### src/rtl/addr_tbl_pkg.sv
// Shared types and constants for the address table with aging.
`default_nettype none

package addr_tbl_pkg;

  localparam int TABLE_DEPTH = 128;
  localparam int IDX_W       = $clog2(TABLE_DEPTH);
  localparam int CNT_W       = $clog2(TABLE_DEPTH + 1);

  localparam logic [31:0] TTL_RESET = 32'd60000;
  localparam logic [15:0] HITS_MAX  = 16'hFFFF;

  localparam logic [1:0] CMD_SIGHT = 2'd0;
  localparam logic [1:0] CMD_SWEEP = 2'd1;
  localparam logic [1:0] CMD_READ  = 2'd2;

  typedef enum logic [2:0] {
    ST_HIT      = 3'd0,
    ST_INSERTED = 3'd1,
    ST_REPLACED = 3'd2,
    ST_IGNORED  = 3'd3,
    ST_SWEPT    = 3'd4,
    ST_READ_OK  = 3'd5,
    ST_READ_OOR = 3'd6
  } res_status_t;

  typedef struct packed {
    logic [1:0]         cmd;
    logic [47:0]        address;
    logic signed [7:0]  signal_dbm;
    logic [31:0]        now_ms;
    logic [6:0]         read_index;
  } in_item_t;

  typedef struct packed {
    logic [2:0]         status;
    logic [6:0]         entry_index;
    logic [7:0]         entry_count;
    logic [7:0]         removed_count;
    logic [47:0]        entry_address;
    logic signed [7:0]  entry_signal;
    logic [31:0]        entry_time;
    logic [15:0]        entry_hits;
  } out_item_t;

  typedef struct packed {
    logic [47:0]        addr;
    logic signed [7:0]  sig;
    logic [31:0]        tstamp;
    logic [15:0]        hits;
  } entry_t;

  // Controller to datapath.
  typedef struct packed {
    logic        load;
    logic        rd_scan;
    logic        ptr_inc;
    logic        rd_last;
    logic        rd_ri;
    logic        track;
    logic        wr_hit;
    logic        wr_new;
    logic        wr_move;
    logic        res_zero;
    logic        res_read;
    res_status_t res_status;
    logic        out_load;
  } dp_cmd_t;

  // Datapath to controller.
  typedef struct packed {
    logic [1:0] cmd;
    logic       addr_zero;
    logic       ri_in_range;
    logic       scan_end;
    logic       rd_pend;
    logic       hit;
    logic       expired;
    logic       out_free;
  } dp_stat_t;

endpackage

`default_nettype wire

### src/rtl/addr_tbl_ctrl.sv
// Controller: sequences lookup, insert, sweep and read over the datapath.
`default_nettype none

module addr_tbl_ctrl (
  input  wire logic                   clk,
  input  wire logic                   rst_n,
  input  wire logic                   in_valid,
  output logic                        in_ready,
  input  wire addr_tbl_pkg::dp_stat_t stat,
  output addr_tbl_pkg::dp_cmd_t       cmd
);
  import addr_tbl_pkg::*;

  typedef enum logic [3:0] {
    S_IDLE,
    S_DISP,
    S_SCAN,
    S_HIT,
    S_NEW,
    S_W_RD,
    S_W_CHK,
    S_W_MOVE,
    S_R_RD,
    S_R_DATA,
    S_FIN
  } state_t;

  state_t state_r, state_nxt;

  always_comb begin
    state_nxt      = state_r;
    cmd            = '0;
    cmd.res_status = ST_IGNORED;
    case (state_r)
      S_IDLE: begin
        if (in_valid) begin
          cmd.load  = 1'b1;
          state_nxt = S_DISP;
        end
      end
      S_DISP: begin
        case (stat.cmd)
          CMD_SIGHT: begin
            if (stat.addr_zero) begin
              cmd.res_zero = 1'b1;
              state_nxt    = S_FIN;
            end else begin
              state_nxt = S_SCAN;
            end
          end
          CMD_SWEEP: state_nxt = S_W_RD;
          CMD_READ: begin
            if (stat.ri_in_range) begin
              state_nxt = S_R_RD;
            end else begin
              cmd.res_zero   = 1'b1;
              cmd.res_status = ST_READ_OOR;
              state_nxt      = S_FIN;
            end
          end
          default: begin
            cmd.res_zero = 1'b1;
            state_nxt    = S_FIN;
          end
        endcase
      end
      // Read one entry per cycle and check the one read the cycle before.
      S_SCAN: begin
        if (stat.hit) begin
          state_nxt = S_HIT;
        end else begin
          cmd.track = 1'b1;
          if (!stat.scan_end) begin
            cmd.rd_scan = 1'b1;
            cmd.ptr_inc = 1'b1;
          end else if (!stat.rd_pend) begin
            state_nxt = S_NEW;
          end
        end
      end
      S_HIT: begin
        cmd.wr_hit = 1'b1;
        state_nxt  = S_FIN;
      end
      S_NEW: begin
        cmd.wr_new = 1'b1;
        state_nxt  = S_FIN;
      end
      S_W_RD: begin
        if (stat.scan_end) begin
          cmd.res_zero   = 1'b1;
          cmd.res_status = ST_SWEPT;
          state_nxt      = S_FIN;
        end else begin
          cmd.rd_scan = 1'b1;
          state_nxt   = S_W_CHK;
        end
      end
      S_W_CHK: begin
        if (stat.expired) begin
          cmd.rd_last = 1'b1;
          state_nxt   = S_W_MOVE;
        end else begin
          cmd.ptr_inc = 1'b1;
          state_nxt   = S_W_RD;
        end
      end
      S_W_MOVE: begin
        cmd.wr_move = 1'b1;
        state_nxt   = S_W_RD;
      end
      S_R_RD: begin
        cmd.rd_ri = 1'b1;
        state_nxt = S_R_DATA;
      end
      S_R_DATA: begin
        cmd.res_read = 1'b1;
        state_nxt    = S_FIN;
      end
      S_FIN: begin
        // Hold the result until the output register is free.
        if (stat.out_free) begin
          cmd.out_load = 1'b1;
          state_nxt    = S_IDLE;
        end
      end
      default: state_nxt = S_IDLE;
    endcase
  end

  always_ff @(posedge clk) begin
    if (!rst_n) begin
      state_r <= S_IDLE;
    end else begin
      state_r <= state_nxt;
    end
  end

  assign in_ready = (state_r == S_IDLE);

endmodule

`default_nettype wire

### config.mk
export PLATFORM = sky130hd
export DESIGN_NAME = addr_tbl_ctrl
export DESIGN_NICKNAME = d
export VERILOG_FILES = /design/src/rtl/addr_tbl_pkg.sv /design/src/rtl/addr_tbl_ctrl.sv
export SDC_FILE = /design/constraint.sdc
export NUM_CORES = 1
export LEC_CHECK = 0
export ABC_AREA = 1
export BUFFER_PORTS_ARGS = -buffer_cell sky130_fd_sc_hd__clkbuf_2
export CORE_AREA = 2 2 39 41
export CTS_CLUSTER_SIZE = 40
export DETAILED_ROUTE_END_ITERATION = 7
export DIE_AREA = 0 0 41 43
export PLACE_DENSITY = 0.67
export SKIP_LAST_GASP = 1
export SLEW_MARGIN = 20
export SYNTH_ARGS = -nofsm -noshare
export SYNTH_HDL_FRONTEND = slang
export SYNTH_SLANG_ARGS = --single-unit
### constraint.sdc
create_clock -name clk -period 3 [get_ports clk]
set_input_delay 0.45 -clock clk [delete_from_list [all_inputs] [get_ports clk]]
set_output_delay 0.45 -clock clk [all_outputs]
set_load 0.02 [all_outputs]
==> results of run 1 <==
how the worst max path moves through the flow:
stage / start / endpoint / slack (ps) / cells past startpoint
finish: state_r[1] / cmd[12] / 1110 / 7
global route: state_r[1] / cmd[12] / 970 / 7
CTS: state_r[1] / cmd[12] / 1110 / 7
detailed placement: state_r[1] / cmd[12] / 1360 / 7
global placement: state_r[1] / cmd[12] / 1410 / 7
floorplan: stat[0] / cmd[0] / 1390 / 2
layout make-up:
type	count	area, um2	share of cell area
clock buffers	3	22.5	0.0352
well taps	16	20.0	0.0313
inverters	25	93.8	0.146
multi-input cells	67	289	0.451
flip-flops and latches	4	80.1	0.125
repair buffers	27	135	0.211
per-stage QoR:
stage	total power [uW]	hold slack, ps	setup slack, ps	instance area [um2]
after CTS	487	417	1110	641
after global placement	420	528	1410	618
final	484	424	1110	641
after global routing	537	451	975	641
after floorplan	328	504	1390	463
after detailed placement	419	532	1360	618
per-layer routing:
metal  share of wire  up-vias  routed length (um)  GRT usage
li1                -      348                   -          -
met4           0.012        0                  15      0.127
met2            0.51       23                 635      0.256
met3           0.046        4                  57     0.0314
met1            0.43      278                 541      0.208
met5               0        -                   0          0
power by group:
group | switching [uW] | total [uW] | leakage, uW | internal (uW)
Sequential | 23.3 | 96.4 | 0.0000328 | 73.1
Clock | 21.2 | 65.8 | 0.0000138 | 44.7
Combinational | 219 | 322 | 0.000405 | 103
Total | 264 | 484 | 0.000452 | 221
critical path: stages, from the launching register on:
cell	delay (ps)
dfxtp_1	420
nand2_1	150
nor2_1	160
nand2_1	80
inv_1	70
nand2_1	60
o31ai_1	60
clkbuf_2	200
layout by cell type (no fill, tap or decap):
cell type / count
nand2_1: 32
clkbuf_2: 27
inv_1: 25
nor2_1: 16
nand3_1: 6
nand4_1: 5
dfxtp_1: 4
clkbuf_4: 3
nor2_2: 2
o21ai_0: 2
nand2_2: 1
o31ai_1: 1
nor4_1: 1
a21oi_1: 1
cell families (layout without fill, tap and decap cells):
logic type | count (synthesis) | after routing | share of synthesized area
flops | 4 | 4 | 0.173
buf+inv | 25 | 55 | 0.203
simple gates | 63 | 63 | 0.576
compound gates | 4 | 4 | 0.0486
==> results.cfg, run 1 <==
[outcome]
status = completed

[clock_network]
cts_hold_buf = 0
cts_resized = 0
root_buffer = clkbuf_4
cts_htree_levels = 1
cts_buffers = 3
cts_sinks = 4
post-cts-setup-buffers = 0
cts_tree = yes
clock_path_buffers = 2
path_clk_slew_ps = 40
clk_latency_ps = 230

[detailed_routing]
postRouteAntennaNets = 0
first_pass_iters = 4
dr.first_iter.drc_count = 8
viasPerCell = 4.60
drcViolationCount = 0
num_vias = 653
wirelength_mm = 1.25
post_drt_wl_per_cell_um = 8.80

[layout]
nets = 140
diodes = 0
layout-drive-gt1-share = 0.262
fin_cells = 142
max_flop_register = state_r
largest_register_ffs = 4
largestRegisters = state_r: 4 flops
fin_util = 0.463
area_growth_pct = 38.4
fillers = 163

[floorplanning]
die-height_um = 43
fp.dieArea_mm2 = 0.00176
num_io_pins = 28
fp.dieW_um = 41
coreArea_mm2 = 0.00138
rows = 14
start_util = 0.335

[sta]
min_period_over_period = 0.631
min_period_ps = 1890
rsz0062_at_grt = false
tightest_slew_ps = 269
fin_tns_setup_ps = 0
max_freq_mhz = 528
slew_headroom = 0.819
setup-violations-final = 0
drv_slew = 0
skew_ps = 1.07
hold_violations = 0

[setup_path]
rr_endpoint = state_r[2]
ff2ff_setup_slack_ps = 1800
path_max_fanout = 7
r2r_start = state_r[1]
crit_path_end_kind = output pin
cp-start-kind = flop
worstPathRequired_ps = 2550
critPathArrivalTime_ps = 1440
worst_r2r_path_depth = 7
path_class = flop to output pin

[power]
p_leak_uw = 0.000452
power.density_mw_per_mm2 = 756
vdd_drop_max_mv = 0.314

[grt]
grt_pass1_vias = 583
grt-ovfl-total = 0
grt_max_degree = 8
grt_antenna_before_repair = 0
track_usage = 0.173
grt_pass1_wl_mm = 2.08

[hold_path]
hold_class = input port to flop
hold_end = state_r[3]
holdPathStages = 3
hp-start = rst_n

[synthesis]
synth_top_area_frac = 0.259
ys_warn_count = 0
syn_inst = 96
async_flop_share = 0
syn_area_um2 = 463
synthTopCellsByArea = nand2_1 26%, inv_1 20%, dfxtp_1 17%, nor2_1 13%, nand4_1 6.8%
synth-seq-cells = 4
synth_commonest_cells = 32 x nand2_1, 25 x inv_1, 16 x nor2_1
synth.yosys.seq_area_share = 0.173
synthesis.nets = 108
ys_types = 12
yosysTopAreaCell = nand2_1
yosysMostFrequentCell = nand2_1
synth-edff-count = 0
syn_area_per_cell_um2 = 4.82
synth_top_flop_cell = dfxtp_1

[placement]
place.gp.congestion = 0.910
portBuffers = 27
dp_hpwl_mm = 1.08
dp_cells = 139

[run]
drv_cap = 0
Note: power is estimated with default switching activity, not from simulation.
==> run 2: changes to the inputs <==
- ABC_AREA: 1 -> 0
- PLACE_DENSITY: 0.67 -> 0.75
- clock period: 3 -> 1.79 ns (I/O delays scaled with it)
==> results.cfg, run 2 <==
[layout]
final_cell_mix = 26 x clkbuf_2, 11 x nor2_1, 9 x buf_4
fillers = 146
largestRegisters = state_r: 4 flops
layout-drive-gt1-share = 0.441
area_growth_pct = 40.9
max_flop_register = state_r
nets = 132
fin_util = 0.580
largest_register_ffs = 4
final_common_cell = clkbuf_2
diodes = 0

[clock_network]
cts_buffers = 3
cts_tree = yes
path_clk_slew_ps = 40
clk_latency_ps = 240
cts_hold_buf = 0
cts_sinks = 4
root_buffer = clkbuf_4
clock_path_buffers = 2
cts_htree_levels = 1

[power]
p_leak_uw = 0.000389
netSwitchingFraction = 0.502
seqPwrFrac = 0.183
power.density_mw_per_mm2 = 1370
combPwrFrac = 0.716
vdd_drop_max_mv = 0.482
power_uw = 1090
switching_power_uw = 550
clockPowerShare = 0.101
intPower_uw = 545

[synthesis]
synthTopCellsByArea = dfxtp_1 14%, nor2_1 7.9%, nand2b_1 7.7%, and3_1 5.5%, o31a_1 4.6%
syn_area_per_cell_um2 = 6.70
synth-seq-cells = 4
synth-edff-count = 0
syn_area_um2 = 569
synthesis.nets = 97
ys_types = 32
synth_top_area_frac = 0.141
yosysMostFrequentCell = nor2_1
synth_top_flop_cell = dfxtp_1
synth.yosys.seq_area_share = 0.141
yosysTopAreaCell = dfxtp_1
syn_inst = 85
async_flop_share = 0
synth_commonest_cells = 12 x nor2_1, 7 x nand2b_1, 6 x inv_1
ys_warn_count = 0

[detailed_routing]
postRouteAntennaNets = 0
wirelength_mm = 1.73
first_pass_iters = 4
post_drt_wl_per_cell_um = 12.9
dr.first_iter.drc_count = 17
viasPerCell = 5.72
drcViolationCount = 0
num_vias = 767

[sta]
hold_slack_ps = 275
tightest_slew_ps = 413
slew_headroom = 0.723
min_period_over_period = 0.979
drv_slew = 0
skew_ps = 2.37
fin_tns_setup_ps = 0
max_freq_mhz = 571
min_period_ps = 1750
setup-violations-final = 0
hold_violations = 0

[floorplanning]
fp.dieW_um = 41
fp.dieArea_mm2 = 0.00176
num_io_pins = 28
rows = 14
die-height_um = 43
start_util = 0.411
coreArea_mm2 = 0.00138

[setup_path]
path_class = flop to output pin
crit_path_end_kind = output pin
worstPathRequired_ps = 1520
critPathArrivalTime_ps = 1480
path_max_fanout = 5
cp-start-kind = flop

[run]
drv_cap = 0

[grt]
grt_pass1_vias = 670
grt-ovfl-total = 0
grt_max_degree = 14
grt_use_met1 = 0.295
grt_antenna_before_repair = 0
grtUsageMet3 = 0.0524
gr-max-usage-layer = met2
track_usage = 0.238
met2_usage = 0.356
grt_pass1_wl_mm = 2.84

[hold_path]
hold_class = input port to flop

[placement]
portBuffers = 27
place.gp.congestion = 0.890
dp_hpwl_mm = 1.36

[outcome]
status = completed
-- run 2: cell count changes after synthesis, moves of 3 or more --
cell / delta
buf_2: +5
nand3_1: -4
nand2_1: -28
a21oi_1: +3
nand2b_1: +7
o31a_1: +3
nor3_1: +5
o21ai_0: +3
inv_1: -19
and3_1: +5
nor2_1: -4
nand4_1: -5
-- run 2: kinds of logic after synthesis --
kind of cell / count (synthesis) / share of synthesized area
AO/OA/AOI/OAI: 25 / 0.308
flip-flops: 4 / 0.141
AND/OR/NAND/NOR: 44 / 0.462
buffers and inverters: 12 / 0.0901
-- run 2: path summary, 6_finish.rpt --
path,from,endpoint,slack (ps),depth (start not counted)
max,state_r[3],cmd[12],40,5
min,rst_n,state_r[1],270,2
max reg2reg,state_r[2],state_r[2],340,5
min reg2reg,state_r[0],state_r[3],710,2
-- run 2: timing repair --
item                                    CTS  global route
endpoints found under the setup margin    1             5
resized for setup                         3             3
hold endpoints to repair                  0             0
cloned                                    0             0
pin swaps                                 1             2
setup buffers                             1             1
-- run 2: metrics by stage --
stage                     std cells  instance area (um2)  setup WS, ps
final                           134                  802          37.4
after global routing            134                  802         -17.0
after CTS                       133                  790          12.1
after detailed placement        129                  748           129
after global placement          129                  748           243
after floorplan                  85                  569           126
-- run 2: power by group through the flow --
stage / Sequential (uW) / Clock, uW / Combinational, uW
6_report: 200 / 111 / 784
5_1_grt: 207 / 125 / 870
4_1_cts: 193 / 114 / 768
3_5_place_dp: 189 / 0 / 757
3_3_place_gp: 188 / 0 / 748
2_1_floorplan: 140 / 0 / 584
-- run 2: routing by layer --
metal	share of wire	vias up
li1	-	373
met1	0.41	344
met2	0.48	43
met3	0.072	7
met4	0.032	0
met5	0	-
-- run 2: final cells by class --
cell class	count	area (um2)	area share
tap	16	20.0	0.0250
inverter	6	22.5	0.0281
clock buffer	3	22.5	0.0281
sequential	4	85.1	0.106
timing repair buffer	36	211	0.264
multi-input combinational	69	440	0.549
-- run 2: worst max-delay path, stage by stage (launching register included) --
cell and delay [ps]:
dfxtp_2 340, or2_4 280, nor3_4 190, o2bb2ai_1 130
and3_1 170, clkbuf_8 140
==> run 3: changes to the inputs <==
- ABC_AREA: 0 -> 1
- PLACE_DENSITY: 0.75 -> 0.67
==> results.cfg, run 3 (synthesized netlist as in run 1, its figures left out) <==
[setup_path]
worstPathRequired_ps = 1520
cp-start-kind = flop
critical-path-max-stage-delay_ps = 340
critPathArrivalTime_ps = 1390
crit_path_end_kind = output pin
path_cells = inv_1, nand2_1, nor2_2, nand2_1, inv_1, nand2_1, o31ai_1, buf_2
path_max_fanout = 5
cp_slowest_cell = dfxtp_1
path_class = flop to output pin
cpMostUsedCell = nand2_1

[clock_network]
root_buffer = clkbuf_4
clk_latency_ps = 230
cts_tree = yes
cts_sinks = 4
post-cts-setup-buffers = 0
cts_buffers = 3
clock_path_buffers = 2
cts_hold_buf = 0
path_clk_slew_ps = 40
cts_htree_levels = 1

[sta]
slew_headroom = 0.843
rsz0062_at_grt = false
hold_violations = 0
max_freq_mhz = 602
hold_slack_ps = 240
fin_tns_setup_ps = 0
skew_ps = 0.717
tightest_slew_ps = 233
min_period_ps = 1660
min_period_over_period = 0.928
drv_slew = 0
setup-violations-final = 0

[layout]
seq_area_um2 = 81.3
area_growth_pct = 40.3
final_cell_mix = 32 x nand2_1, 26 x clkbuf_2, 25 x inv_1
fillers = 159
largest_register_ffs = 4
multiInputGateArea_um2 = 297
stdcell_area_um2 = 649
final_common_cell = nand2_1
nets = 140
layout-drive-gt1-share = 0.278
largestRegisters = state_r: 4 flops
max_flop_register = state_r
diodes = 0

[grt]
grt_antenna_before_repair = 0
grt-ovfl-total = 0
track_usage = 0.167
grt_pass1_vias = 556
grt_max_degree = 8
grt_pass1_wl_mm = 2.02

[outcome]
status = completed

[power]
vdd_drop_max_mv = 0.526
p_leak_uw = 0.000453
power.density_mw_per_mm2 = 1270

[run]
drv_cap = 0

[detailed_routing]
first_pass_iters = 4
num_vias = 655
viasPerCell = 4.61
drcViolationCount = 0
postRouteAntennaNets = 0
dr.first_iter.drc_count = 14
post_drt_wl_per_cell_um = 8.72
wirelength_mm = 1.24

[floorplanning]
fp.dieW_um = 41
fp.dieArea_mm2 = 0.00176
die-height_um = 43
num_io_pins = 28
start_util = 0.335
coreArea_mm2 = 0.00138
rows = 14

[placement]
place.gp.congestion = 0.910
place_area_um2 = 618
dp_hpwl_mm = 1.09
portBuffers = 27

[hold_path]
hold_class = input port to flop
-- run 3: worst max-delay path, delay by kind of cell, from the launching register on --
kind / cells / cell delay (ps)
and+or+nand+nor: 4 / 400
buffers and inverters: 3 / 370
DFF: 1 / 340
AOI/OAI and AO/OA: 1 / 60
-- run 3: layer usage --
layer	share of wire	GRT usage	vias to the layer above
met5	0	0	-
met4	0	0.113	0
met3	0.043	0.0366	0
met2	0.52	0.266	18
met1	0.44	0.185	287
li1	-	-	350
-- run 3: repair_timing --
action	4_1_cts	5_1_grt
gates resized for setup	0	4
hold endpoints to repair	0	0
endpoints found under the setup margin	0	2
-- run 3: through the flow --
stage	total power, uW	setup WS, ps	cells	util
detailed placement	702	341	139	0.447
finish	824	128	142	0.469
global route	913	10.5	142	0.469
global placement	705	378	139	0.447
CTS	819	81.3	142	0.463
floorplan	549	380	96	-
-- run 3: layout make-up --
type,instances,area share
inverters,25,0.145
flip-flops and latches,4,0.125
clock buffers,3,0.0347
multi-input cells,67,0.457
repair buffers,27,0.208
well taps,16,0.0308
-- run 3: path summary, 6_finish.rpt --
path / start / end / slack, ps / cells past startpoint
max: state_r[0] / cmd[12] / 130 / 8
max reg2reg: state_r[2] / state_r[1] / 580 / 7
min reg2reg: state_r[1] / state_r[1] / 510 / 2
min: rst_n / state_r[3] / 240 / 3
-- run 3: report_power, final --
| group | internal (uW) | leakage [uW] | switching, uW |
|---|---|---|---|
| clock | 74.8 | 0.0000138 | 33.9 |
| combinational | 175 | 0.000406 | 377 |
| sequential | 125 | 0.0000332 | 39.4 |
| total | 374 | 0.000453 | 450 |
